**src/hdl/cgbl_pkg.sv**
```systemverilog
// shared types and constants for the click gesture bar display core
`timescale 1ns / 1ps
`default_nettype none

package cgbl_pkg;

    localparam int unsigned BAR_WIDTH_DEFAULT = 8;
    localparam logic [7:0]  TIMEOUT_RESET     = 8'd4;
    localparam logic [7:0]  ELAPSED_MAX       = 8'hFF;

    // gesture table states; 9..15 are unreachable and behave like idle
    typedef enum logic [3:0] {
        ST_IDLE       = 4'd0,
        ST_PRESS1     = 4'd1,
        ST_HOLD1      = 4'd2,
        ST_GAP_SHORT  = 4'd3,
        ST_GAP_LONG   = 4'd4,
        ST_PRESS2_S   = 4'd5,
        ST_HOLD2_S    = 4'd6,
        ST_PRESS2_L   = 4'd7,
        ST_HOLD2_L    = 4'd8
    } state_t;

    typedef enum logic [2:0] {
        ACT_NONE  = 3'd0,
        ACT_STAMP = 3'd1,
        ACT_SHORT = 3'd2,
        ACT_SS    = 3'd3,
        ACT_SL    = 3'd4,
        ACT_LONG  = 3'd5,
        ACT_LS    = 3'd6,
        ACT_LL    = 3'd7
    } act_t;

    typedef enum logic [2:0] {
        GEST_NONE = 3'd0,
        GEST_S    = 3'd1,
        GEST_SS   = 3'd2,
        GEST_SL   = 3'd3,
        GEST_L    = 3'd4,
        GEST_LS   = 3'd5,
        GEST_LL   = 3'd6
    } gesture_t;

    typedef struct packed {
        state_t     state_next;
        act_t       act;
        logic [7:0] elapsed_next;
    } fsm_out_t;

endpackage

`default_nettype wire

```
**src/hdl/cgbl_fsm.sv**
```systemverilog
// gesture table: poll timer, event choice and next state for one item
`timescale 1ns / 1ps
`default_nettype none

module cgbl_fsm (
    input  var cgbl_pkg::state_t   state,
    input  wire logic [7:0]        elapsed_polls,
    input  wire logic [7:0]        timeout_polls,
    input  wire logic              button_pressed,
    output var cgbl_pkg::fsm_out_t result
);

    logic [7:0] elapsed_inc;
    logic       timed;
    logic       timeout;

    always_comb begin
        elapsed_inc = (elapsed_polls == cgbl_pkg::ELAPSED_MAX) ?
                      elapsed_polls : elapsed_polls + 8'd1;
        case (state)
            cgbl_pkg::ST_PRESS1, cgbl_pkg::ST_GAP_SHORT, cgbl_pkg::ST_GAP_LONG,
            cgbl_pkg::ST_PRESS2_S, cgbl_pkg::ST_PRESS2_L: timed = 1'b1;
            default: timed = 1'b0;
        endcase
        timeout = timed && (elapsed_inc >= timeout_polls);

        result.state_next = cgbl_pkg::ST_IDLE;
        result.act        = cgbl_pkg::ACT_NONE;
        case (state)
            cgbl_pkg::ST_PRESS1: begin
                if (timeout) begin
                    result.state_next = cgbl_pkg::ST_HOLD1;
                end else if (button_pressed) begin
                    result.state_next = cgbl_pkg::ST_PRESS1;
                end else begin
                    result.state_next = cgbl_pkg::ST_GAP_SHORT;
                    result.act        = cgbl_pkg::ACT_STAMP;
                end
            end
            cgbl_pkg::ST_HOLD1: begin
                if (button_pressed) begin
                    result.state_next = cgbl_pkg::ST_HOLD1;
                end else begin
                    result.state_next = cgbl_pkg::ST_GAP_LONG;
                    result.act        = cgbl_pkg::ACT_STAMP;
                end
            end
            cgbl_pkg::ST_GAP_SHORT: begin
                if (timeout) begin
                    result.act = cgbl_pkg::ACT_SHORT;
                end else if (button_pressed) begin
                    result.state_next = cgbl_pkg::ST_PRESS2_S;
                    result.act        = cgbl_pkg::ACT_STAMP;
                end else begin
                    result.state_next = cgbl_pkg::ST_GAP_SHORT;
                end
            end
            cgbl_pkg::ST_GAP_LONG: begin
                if (timeout) begin
                    result.act = cgbl_pkg::ACT_LONG;
                end else if (button_pressed) begin
                    result.state_next = cgbl_pkg::ST_PRESS2_L;
                    result.act        = cgbl_pkg::ACT_STAMP;
                end else begin
                    result.state_next = cgbl_pkg::ST_GAP_LONG;
                end
            end
            cgbl_pkg::ST_PRESS2_S: begin
                if (timeout) begin
                    result.state_next = cgbl_pkg::ST_HOLD2_S;
                end else if (button_pressed) begin
                    result.state_next = cgbl_pkg::ST_PRESS2_S;
                end else begin
                    result.act = cgbl_pkg::ACT_SS;
                end
            end
            cgbl_pkg::ST_HOLD2_S: begin
                if (button_pressed) begin
                    result.state_next = cgbl_pkg::ST_HOLD2_S;
                end else begin
                    result.act = cgbl_pkg::ACT_SL;
                end
            end
            cgbl_pkg::ST_PRESS2_L: begin
                if (timeout) begin
                    result.state_next = cgbl_pkg::ST_HOLD2_L;
                end else if (button_pressed) begin
                    result.state_next = cgbl_pkg::ST_PRESS2_L;
                end else begin
                    result.act = cgbl_pkg::ACT_LS;
                end
            end
            cgbl_pkg::ST_HOLD2_L: begin
                if (button_pressed) begin
                    result.state_next = cgbl_pkg::ST_HOLD2_L;
                end else begin
                    result.act = cgbl_pkg::ACT_LL;
                end
            end
            default: begin
                // idle and unreachable codes
                if (button_pressed) begin
                    result.state_next = cgbl_pkg::ST_PRESS1;
                    result.act        = cgbl_pkg::ACT_STAMP;
                end
            end
        endcase

        result.elapsed_next = (result.act == cgbl_pkg::ACT_STAMP) ? 8'd0 : elapsed_inc;
    end

endmodule

`default_nettype wire

```
**src/hdl/click_gesture_bar_led_core.sv**
```systemverilog
// top level of the button click gesture decoder driving two bar displays
//
//  channel   | direction | handshake             | payload
//  ----------+-----------+-----------------------+------------------------------------
//  s_        | in        | s_valid / s_ready     | s_button_pressed
//  m_        | out       | m_valid / m_ready     | m_bar1_level, m_bar2_level, m_gesture
//  cfg_      | in        | cfg_valid / cfg_ready | cfg_timeout_polls
//
//  one item per clock unless the result stalls: the whole table step for an item is
//  combinational logic, from the state registers back into themselves and into the result register
//  s_ready is high whenever the result register is empty or is being taken
//  a stalled result holds the input side off; no item is ever dropped
//  reset (aresetn low, synchronous) returns to idle, timeout 4, both bars empty
//  cfg_ready is always high; the timeout register takes effect on the next item
`timescale 1ns / 1ps
`default_nettype none

module click_gesture_bar_led_core #(
    parameter int unsigned BAR_WIDTH = cgbl_pkg::BAR_WIDTH_DEFAULT
) (
    input  wire logic       aclk,
    input  wire logic       aresetn,

    input  wire logic       s_valid,
    output wire logic       s_ready,
    input  wire logic       s_button_pressed,

    output wire logic       m_valid,
    input  wire logic       m_ready,
    output wire logic [7:0] m_bar1_level,
    output wire logic [7:0] m_bar2_level,
    output wire logic [2:0] m_gesture,

    input  wire logic       cfg_valid,
    output wire logic       cfg_ready,
    input  wire logic [7:0] cfg_timeout_polls
);

    // display width is at least the 8-bit level fields
    localparam int unsigned ExtW = (BAR_WIDTH > 8) ? BAR_WIDTH : 8;
    localparam logic [BAR_WIDTH-1:0] BarFull = {BAR_WIDTH{1'b1}};
    localparam logic [BAR_WIDTH-1:0] BarTop  = BarFull ^ (BarFull >> 1);
    localparam logic [BAR_WIDTH-1:0] BarFc   = BarFull & ~BAR_WIDTH'(3);

    // control and pattern state
    cgbl_pkg::state_t    state_reg;
    logic [7:0]          elapsed_reg;
    logic [7:0]          timeout_reg;
    logic [BAR_WIDTH-1:0] bar1_reg, bar1_next;
    logic [BAR_WIDTH-1:0] bar2_reg, bar2_next;

    // result register: bars are shown straight from bar1_reg / bar2_reg,
    // which only move on an accepted item
    logic                 m_valid_reg;
    cgbl_pkg::gesture_t   gesture_reg, gesture_next;

    cgbl_pkg::fsm_out_t   step;
    logic                 s_accept;

    logic [ExtW-1:0]      bar1_ext;
    logic [ExtW-1:0]      bar2_ext;

    assign s_ready   = !m_valid_reg || m_ready;
    assign s_accept  = s_valid && s_ready;
    assign cfg_ready = 1'b1;

    cgbl_fsm u_fsm (
        .state          (state_reg),
        .elapsed_polls  (elapsed_reg),
        .timeout_polls  (timeout_reg),
        .button_pressed (s_button_pressed),
        .result         (step)
    );

    // bar actions for the fired gesture
    always_comb begin
        bar1_next    = bar1_reg;
        bar2_next    = bar2_reg;
        gesture_next = cgbl_pkg::GEST_NONE;
        case (step.act)
            cgbl_pkg::ACT_SHORT: begin
                // fill bar1 from the top, then bar2
                if (bar1_reg != BarFull) begin
                    bar1_next = (bar1_reg >> 1) | BarTop;
                end else begin
                    bar2_next = (bar2_reg >> 1) | BarTop;
                end
                gesture_next = cgbl_pkg::GEST_S;
            end
            cgbl_pkg::ACT_SS: begin
                // empty bar2 first, then bar1
                if (bar2_reg != '0) begin
                    bar2_next = bar2_reg << 1;
                end else begin
                    bar1_next = bar1_reg << 1;
                end
                gesture_next = cgbl_pkg::GEST_SS;
            end
            cgbl_pkg::ACT_SL: begin
                bar1_next    = BarFc;
                bar2_next    = '0;
                gesture_next = cgbl_pkg::GEST_SL;
            end
            cgbl_pkg::ACT_LONG: begin
                bar1_next    = BarFull;
                bar2_next    = '0;
                gesture_next = cgbl_pkg::GEST_L;
            end
            cgbl_pkg::ACT_LS: begin
                bar1_next    = BarFull;
                bar2_next    = BarFull;
                gesture_next = cgbl_pkg::GEST_LS;
            end
            cgbl_pkg::ACT_LL: begin
                bar1_next    = '0;
                bar2_next    = '0;
                gesture_next = cgbl_pkg::GEST_LL;
            end
            default: begin
                // no action or time stamp only
            end
        endcase
    end

    always_ff @(posedge aclk) begin
        if (!aresetn) begin
            state_reg   <= cgbl_pkg::ST_IDLE;
            elapsed_reg <= '0;
            timeout_reg <= cgbl_pkg::TIMEOUT_RESET;
            bar1_reg    <= '0;
            bar2_reg    <= '0;
            m_valid_reg <= 1'b0;
            gesture_reg <= cgbl_pkg::GEST_NONE;
        end else begin
            if (cfg_valid) begin
                timeout_reg <= cfg_timeout_polls;
            end
            if (s_accept) begin
                state_reg   <= step.state_next;
                elapsed_reg <= step.elapsed_next;
                bar1_reg    <= bar1_next;
                bar2_reg    <= bar2_next;
                gesture_reg <= gesture_next;
                m_valid_reg <= 1'b1;
            end else if (m_ready) begin
                m_valid_reg <= 1'b0;
            end
        end
    end

    // low 8 bits of each pattern, zero extended for narrow bars
    assign bar1_ext     = ExtW'(bar1_reg);
    assign bar2_ext     = ExtW'(bar2_reg);
    assign m_bar1_level = bar1_ext[7:0];
    assign m_bar2_level = bar2_ext[7:0];
    assign m_gesture    = gesture_reg;
    assign m_valid      = m_valid_reg;

`ifndef ASSERT_OFF
    // a fired gesture always ends the sequence back in idle
    assert property (@(posedge aclk) disable iff (!aresetn)
        s_accept |=> (gesture_reg == cgbl_pkg::GEST_NONE || state_reg == cgbl_pkg::ST_IDLE))
        else $error("gesture fired without return to idle");

    // poll timer either restarts or counts up by one with saturation
    assert property (@(posedge aclk) disable iff (!aresetn)
        s_accept |=> (elapsed_reg == 8'd0 ||
                      elapsed_reg == (($past(elapsed_reg) == cgbl_pkg::ELAPSED_MAX) ?
                                      cgbl_pkg::ELAPSED_MAX : $past(elapsed_reg) + 8'd1)))
        else $error("poll timer skipped a count");

    // a long press leaves bar1 full and bar2 empty
    assert property (@(posedge aclk) disable iff (!aresetn)
        (m_valid_reg && gesture_reg == cgbl_pkg::GEST_L) |->
            (bar1_reg == BarFull && bar2_reg == '0))
        else $error("long gesture with wrong bar patterns");

    // state and bars move only with an accepted item
    assert property (@(posedge aclk) disable iff (!aresetn)
        !s_accept |=> ($stable(state_reg) && $stable(bar1_reg) && $stable(bar2_reg)))
        else $error("state changed without an item");
`endif

endmodule

`default_nettype wire

```
**config.mk**
```make
export PLATFORM = sky130hd
export DESIGN_NAME = click_gesture_bar_led_core
export DESIGN_NICKNAME = d
export VERILOG_FILES = /design/src/hdl/cgbl_pkg.sv /design/src/hdl/cgbl_fsm.sv /design/src/hdl/click_gesture_bar_led_core.sv
export SDC_FILE = /design/constraint.sdc
export NUM_CORES = 1
export LEC_CHECK = 0
export ABC_AREA = 0
export BUFFER_PORTS_ARGS = -buffer_cell sky130_fd_sc_hd__buf_2
export CAP_MARGIN = 20
export CORE_UTILIZATION = 57
export DETAILED_ROUTE_END_ITERATION = 6
export PLACE_DENSITY_LB_ADDON = 0.12
export SYNTH_ARGS = -nofsm -noshare
export SYNTH_HDL_FRONTEND = slang
export SYNTH_SLANG_ARGS = --single-unit
```
**constraint.sdc**
```tcl
create_clock -name aclk -period 4.2 [get_ports aclk]
set_input_delay 0.42 -clock aclk [delete_from_list [all_inputs] [get_ports aclk]]
set_output_delay 0.42 -clock aclk [all_outputs]
set_load 0.02 [all_outputs]
```
==> metrics.sh <==
SYNTHESIS.INSTANCES=325
SYNTH.DISTINCT_CELLS=59
PORTBUFFERS=34
GRT_START_MAX_NET_PINS=34
FINALNETCOUNT=366
LEAKAGE_uW=0.001178
WORSTPATHCELLLIST='ha_1 -> and3_1 -> nand3_2 -> mux2_2 -> ha_1 -> and3_1 -> o21ai_0 -> a31oi_2 -> or4_4 -> a21o_1 -> a21oi_2 -> o21ai_4 -> mux2_4'
GRT_PASS1_WL_UM=10760
CLKLATENCYLATEPIN_NS=0.30
MAX_CAP_VIOLATIONS=0
CLK_PIN_SLEW_NS=0.09
WORST_PATH_LARGEST_CELL_DELAY_NS=0.63
FINALSETUPVIOLCOUNT=0
POWER_PER_CELL_AREA_nW_PER_UM2=309.0
CLOCK_TREE.BUFFER_DEPTH=2
REG2REG_DEPTH=13
VDD_IR_DROP_MAX_mV=0.1981
DP.FINAL_HPWL_UM=4396
REPORT.POWER.TOTAL_uW=878.7
LAYOUT.CELLS.MOST_COMMON_LIST='sky130_fd_sc_hd__dfxtp_1 (40), sky130_fd_sc_hd__nand2_1 (36), sky130_fd_sc_hd__buf_2 (34)'
DIE_AREA_UM2=4788
MIN_FROM='cfg_timeout_polls[2]'
FINALWEIGHTEDCONGESTION=0.8790
DRT_WL_TOTAL_UM=6347
FIRST_GLOBAL_VIAS=2210
TRITONCTS_BUFFER_COUNT=5
POST_LAYOUT_CELL_COUNT=396
SETUP_SLACK_AFTER_PLACEMENT_NS=0.1269
DIEWIDTH_UM=69.20
POST-PLACE-CELLS=388
CTS_ROOT_BUF='sky130_fd_sc_hd__clkbuf_8'
POWER_SWITCHING_SHARE_PCT=28.74
PWR-SHARE-COMB_PCT=16.2
FILLCELLCOUNT=367
ENDPOINT_KIND='register'
SYNTH.AVG_CELL_AREA_UM2=7.919
ARRIVAL_TIME_AT_THE_WORST_ENDPOINT_NS=4.18
AREA.GROWTH.SYNTH_TO_FINAL_PCT=10.50
CRIT_PATH_MAX_FANOUT=10
SYNTH_FP_NETS=348
REG2REG_SETUP_SLACK_NS=0.21
FINALWORSTSETUPSLACK_NS=0.2141
HOLD_PATH_DEPTH=3
SYNTH_EDF_COUNT=0
IO_PINS=36
SYNTH_FF_TYPE='sky130_fd_sc_hd__dfxtp_1'
INITIAL_CORE_UTIL_PCT=59.11
FINAL.SETUP.TNS_NS=0
YS.WARNINGS.COUNT=0
HOLD_END='timeout_reg[2]'
CTS_TREE='yes'
WORST-PATH-BUF-INV=0
WORSTPATHREQUIRED_NS=4.39
FIN_CRIT_SH_PCT=94.90
TOTAL_NET_SWITCHING_POWER_uW=252.6
DRIVE_ABOVE_1_SHARE_PCT=18.31
STATUS='finished, final reports clean'
NUMBER_OF_HOLD_VIOLATIONS_IN_THE_FINAL_REPORT=0
WORST_SETUP_PATH_START_KIND='register'
PWR-SHARE-SEQ_PCT=46.5
INSERTEDDIODECOUNT=0
FP.COREAREA_UM2=4354
CTS.HTREE.LEVELS=2
DIE_Y_UM=69.20
GRTUSAGETOTAL_PCT=27.58
FMAXACHIEVABLE_MHz=250.9
ASYNC_RESET_FF_SHARE_PCT=0
SEQ_AREA_FRAC_SYNTH_PCT=31.11
END_OF_THE_WORST_REGISTER_TO_REGISTER_PATH='m_bar2_level[7]'
POST-ROUTE-MIN-PERIOD_NS=3.986
DR.FIRST_ITER.DRC_COUNT=230
WORSTREG2REGSTART='elapsed_reg[0]'
ANTENNA_VIOLATIONS_BEFORE_REPAIR=0
HOLD_PATH.CLASS='in2reg'
REMAINING_DRC_ERRORS=0
TIMING_WORST_SLEW_PIN_VALUE_NS=0.8288
CRIT_FAMILY='simple AND/OR/NAND/NOR gates'
CLOCK_SINKS=40
DRT_PASS1_ITERATIONS=4
NUM_ROWS=24
HOLD_BUFFERS=0
VIAS_PER_CELL=6.260
DETAILROUTE.VIA_COUNT=2479
POST_CTS_BUFFERS=0
ROUTED_LENGTH_PER_PLACED_INSTANCE_UM=16.03
INTERNAL_POWER_uW=626.2
YS_FF_LATCH=40
GRT_SETUP_UNREPAIRED='no'
REPORT.FINAL.SLEW_VIOL_COUNT=0
SYNTH_AREA_UM2=2574
LAYOUT.CELLS.MOST_COMMON='sky130_fd_sc_hd__dfxtp_1'
WORST_SLEW_MARGIN_REL_PCT=44.67
GRT-OVFL-TOTAL=0
ANTENNA_VIOLATING_NETS_POST_ROUTE=0
CRITICALPATHCATEGORY='reg2reg'
PWR-SHARE-CLK_PCT=37.3
TIMING.CRITICAL_PATH.SLOWEST_STAGE_CELL='sky130_fd_sc_hd__or4_4'
SKEW_NS=0.01125
## area by class of cell
cell class	count	area [um2]	share of cell area, %
Timing Repair Buffer	36	185.2	6.511
Clock inverter	3	46.29	1.628
Sequential cell	40	800.8	28.16
Inverter	18	67.56	2.376
Tap cell	52	65.06	2.288
Multi-Input combinational cell	242	1610	56.62
Clock buffer	5	68.82	2.420
## worst max-delay path by stage
stage	from	slack (ns)	endpoint	cells after the start
after floorplan	elapsed_reg[0]	0.49	m_bar2_level[7]	14
after detailed placement	elapsed_reg[0]	0.13	m_bar1_level[5]	13
final	elapsed_reg[0]	0.21	m_bar2_level[7]	13
after global routing	elapsed_reg[0]	0.02	m_bar1_level[3]	13
after global placement	elapsed_reg[0]	0.27	m_bar1_level[6]	13
after CTS	elapsed_reg[0]	0.06	m_bar1_level[3]	13
## synthesized netlist by cell type (6+ instances only)
| cell type | instances | share of area (%) |
|---|---|---|
| sky130_fd_sc_hd__ha_1 | 9 | 4.4 |
| sky130_fd_sc_hd__a32o_1 | 7 | 2.7 |
| sky130_fd_sc_hd__nand2_1 | 36 | 5.3 |
| sky130_fd_sc_hd__nand3_1 | 8 | 1.6 |
| sky130_fd_sc_hd__a31oi_1 | 6 | 1.5 |
| sky130_fd_sc_hd__a21oi_1 | 13 | 2.5 |
| sky130_fd_sc_hd__dfxtp_1 | 40 | 31 |
| sky130_fd_sc_hd__mux2i_1 | 15 | 5.8 |
| sky130_fd_sc_hd__nor2_1 | 32 | 4.7 |
| sky130_fd_sc_hd__nor3_1 | 7 | 1.4 |
| sky130_fd_sc_hd__o2bb2ai_1 | 6 | 2.0 |
| sky130_fd_sc_hd__clkbuf_1 | 18 | 2.6 |
| sky130_fd_sc_hd__o21ai_0 | 10 | 1.9 |
| sky130_fd_sc_hd__inv_1 | 17 | 2.5 |
| sky130_fd_sc_hd__and3_1 | 7 | 1.7 |
| sky130_fd_sc_hd__a211oi_1 | 9 | 2.6 |
## metal layers
metal / share of wire, % / wire length [um] / vias to the layer above / track usage (%)
li1: - / - / 1219 / -
met1: 48 / 3031 / 1164 / 39.91
met2: 45 / 2866 / 89 / 42.07
met3: 6.3 / 398 / 7 / 4.942
met4: 0.80 / 51 / 0 / 7.710
met5: 0 / 0 / - / 0
## repair_timing
item / CTS / global route
endpoints found under the setup margin: 0 / 23
hold endpoints to repair: 0 / 0
resized for setup: 0 / 6
## stage by stage
stage / hold WS, ns / utilization [%] / cell area (um2)
after floorplan: 0.4604 / - / 2574
after global routing: 0.3542 / 65.32 / 2844
after CTS: 0.3337 / 64.89 / 2825
after global placement: 0.4331 / 62.24 / 2710
final: 0.3401 / 65.32 / 2844
after detailed placement: 0.4444 / 62.24 / 2710
## power by group through the flow
stage / Combinational [uW] / Sequential, uW / Clock [uW]
finish: 143 / 409 / 327
global route: 157 / 411 / 348
CTS: 139 / 408 / 333
detailed placement: 137 / 417 / 0
global placement: 136 / 417 / 0
floorplan: 108 / 413 / 0
## worst min-delay path, cell delays in order
cell and delay, ns:
sky130_fd_sc_hd__buf_2 0.08, sky130_fd_sc_hd__nand2_1 0.04, sky130_fd_sc_hd__o211ai_1 0.07
## logic make-up after synthesis
family	synth area share (%)
adders and majority gates	4.375
and+or+nand+nor	22.07
buffers and inverters	7.049
muxes	6.854
other	0.1457
AOI/OAI and AO/OA	26.35
DFF	31.11
xor gates and xnor gates	2.042
Note: power is estimated with default switching activity, not from simulation.
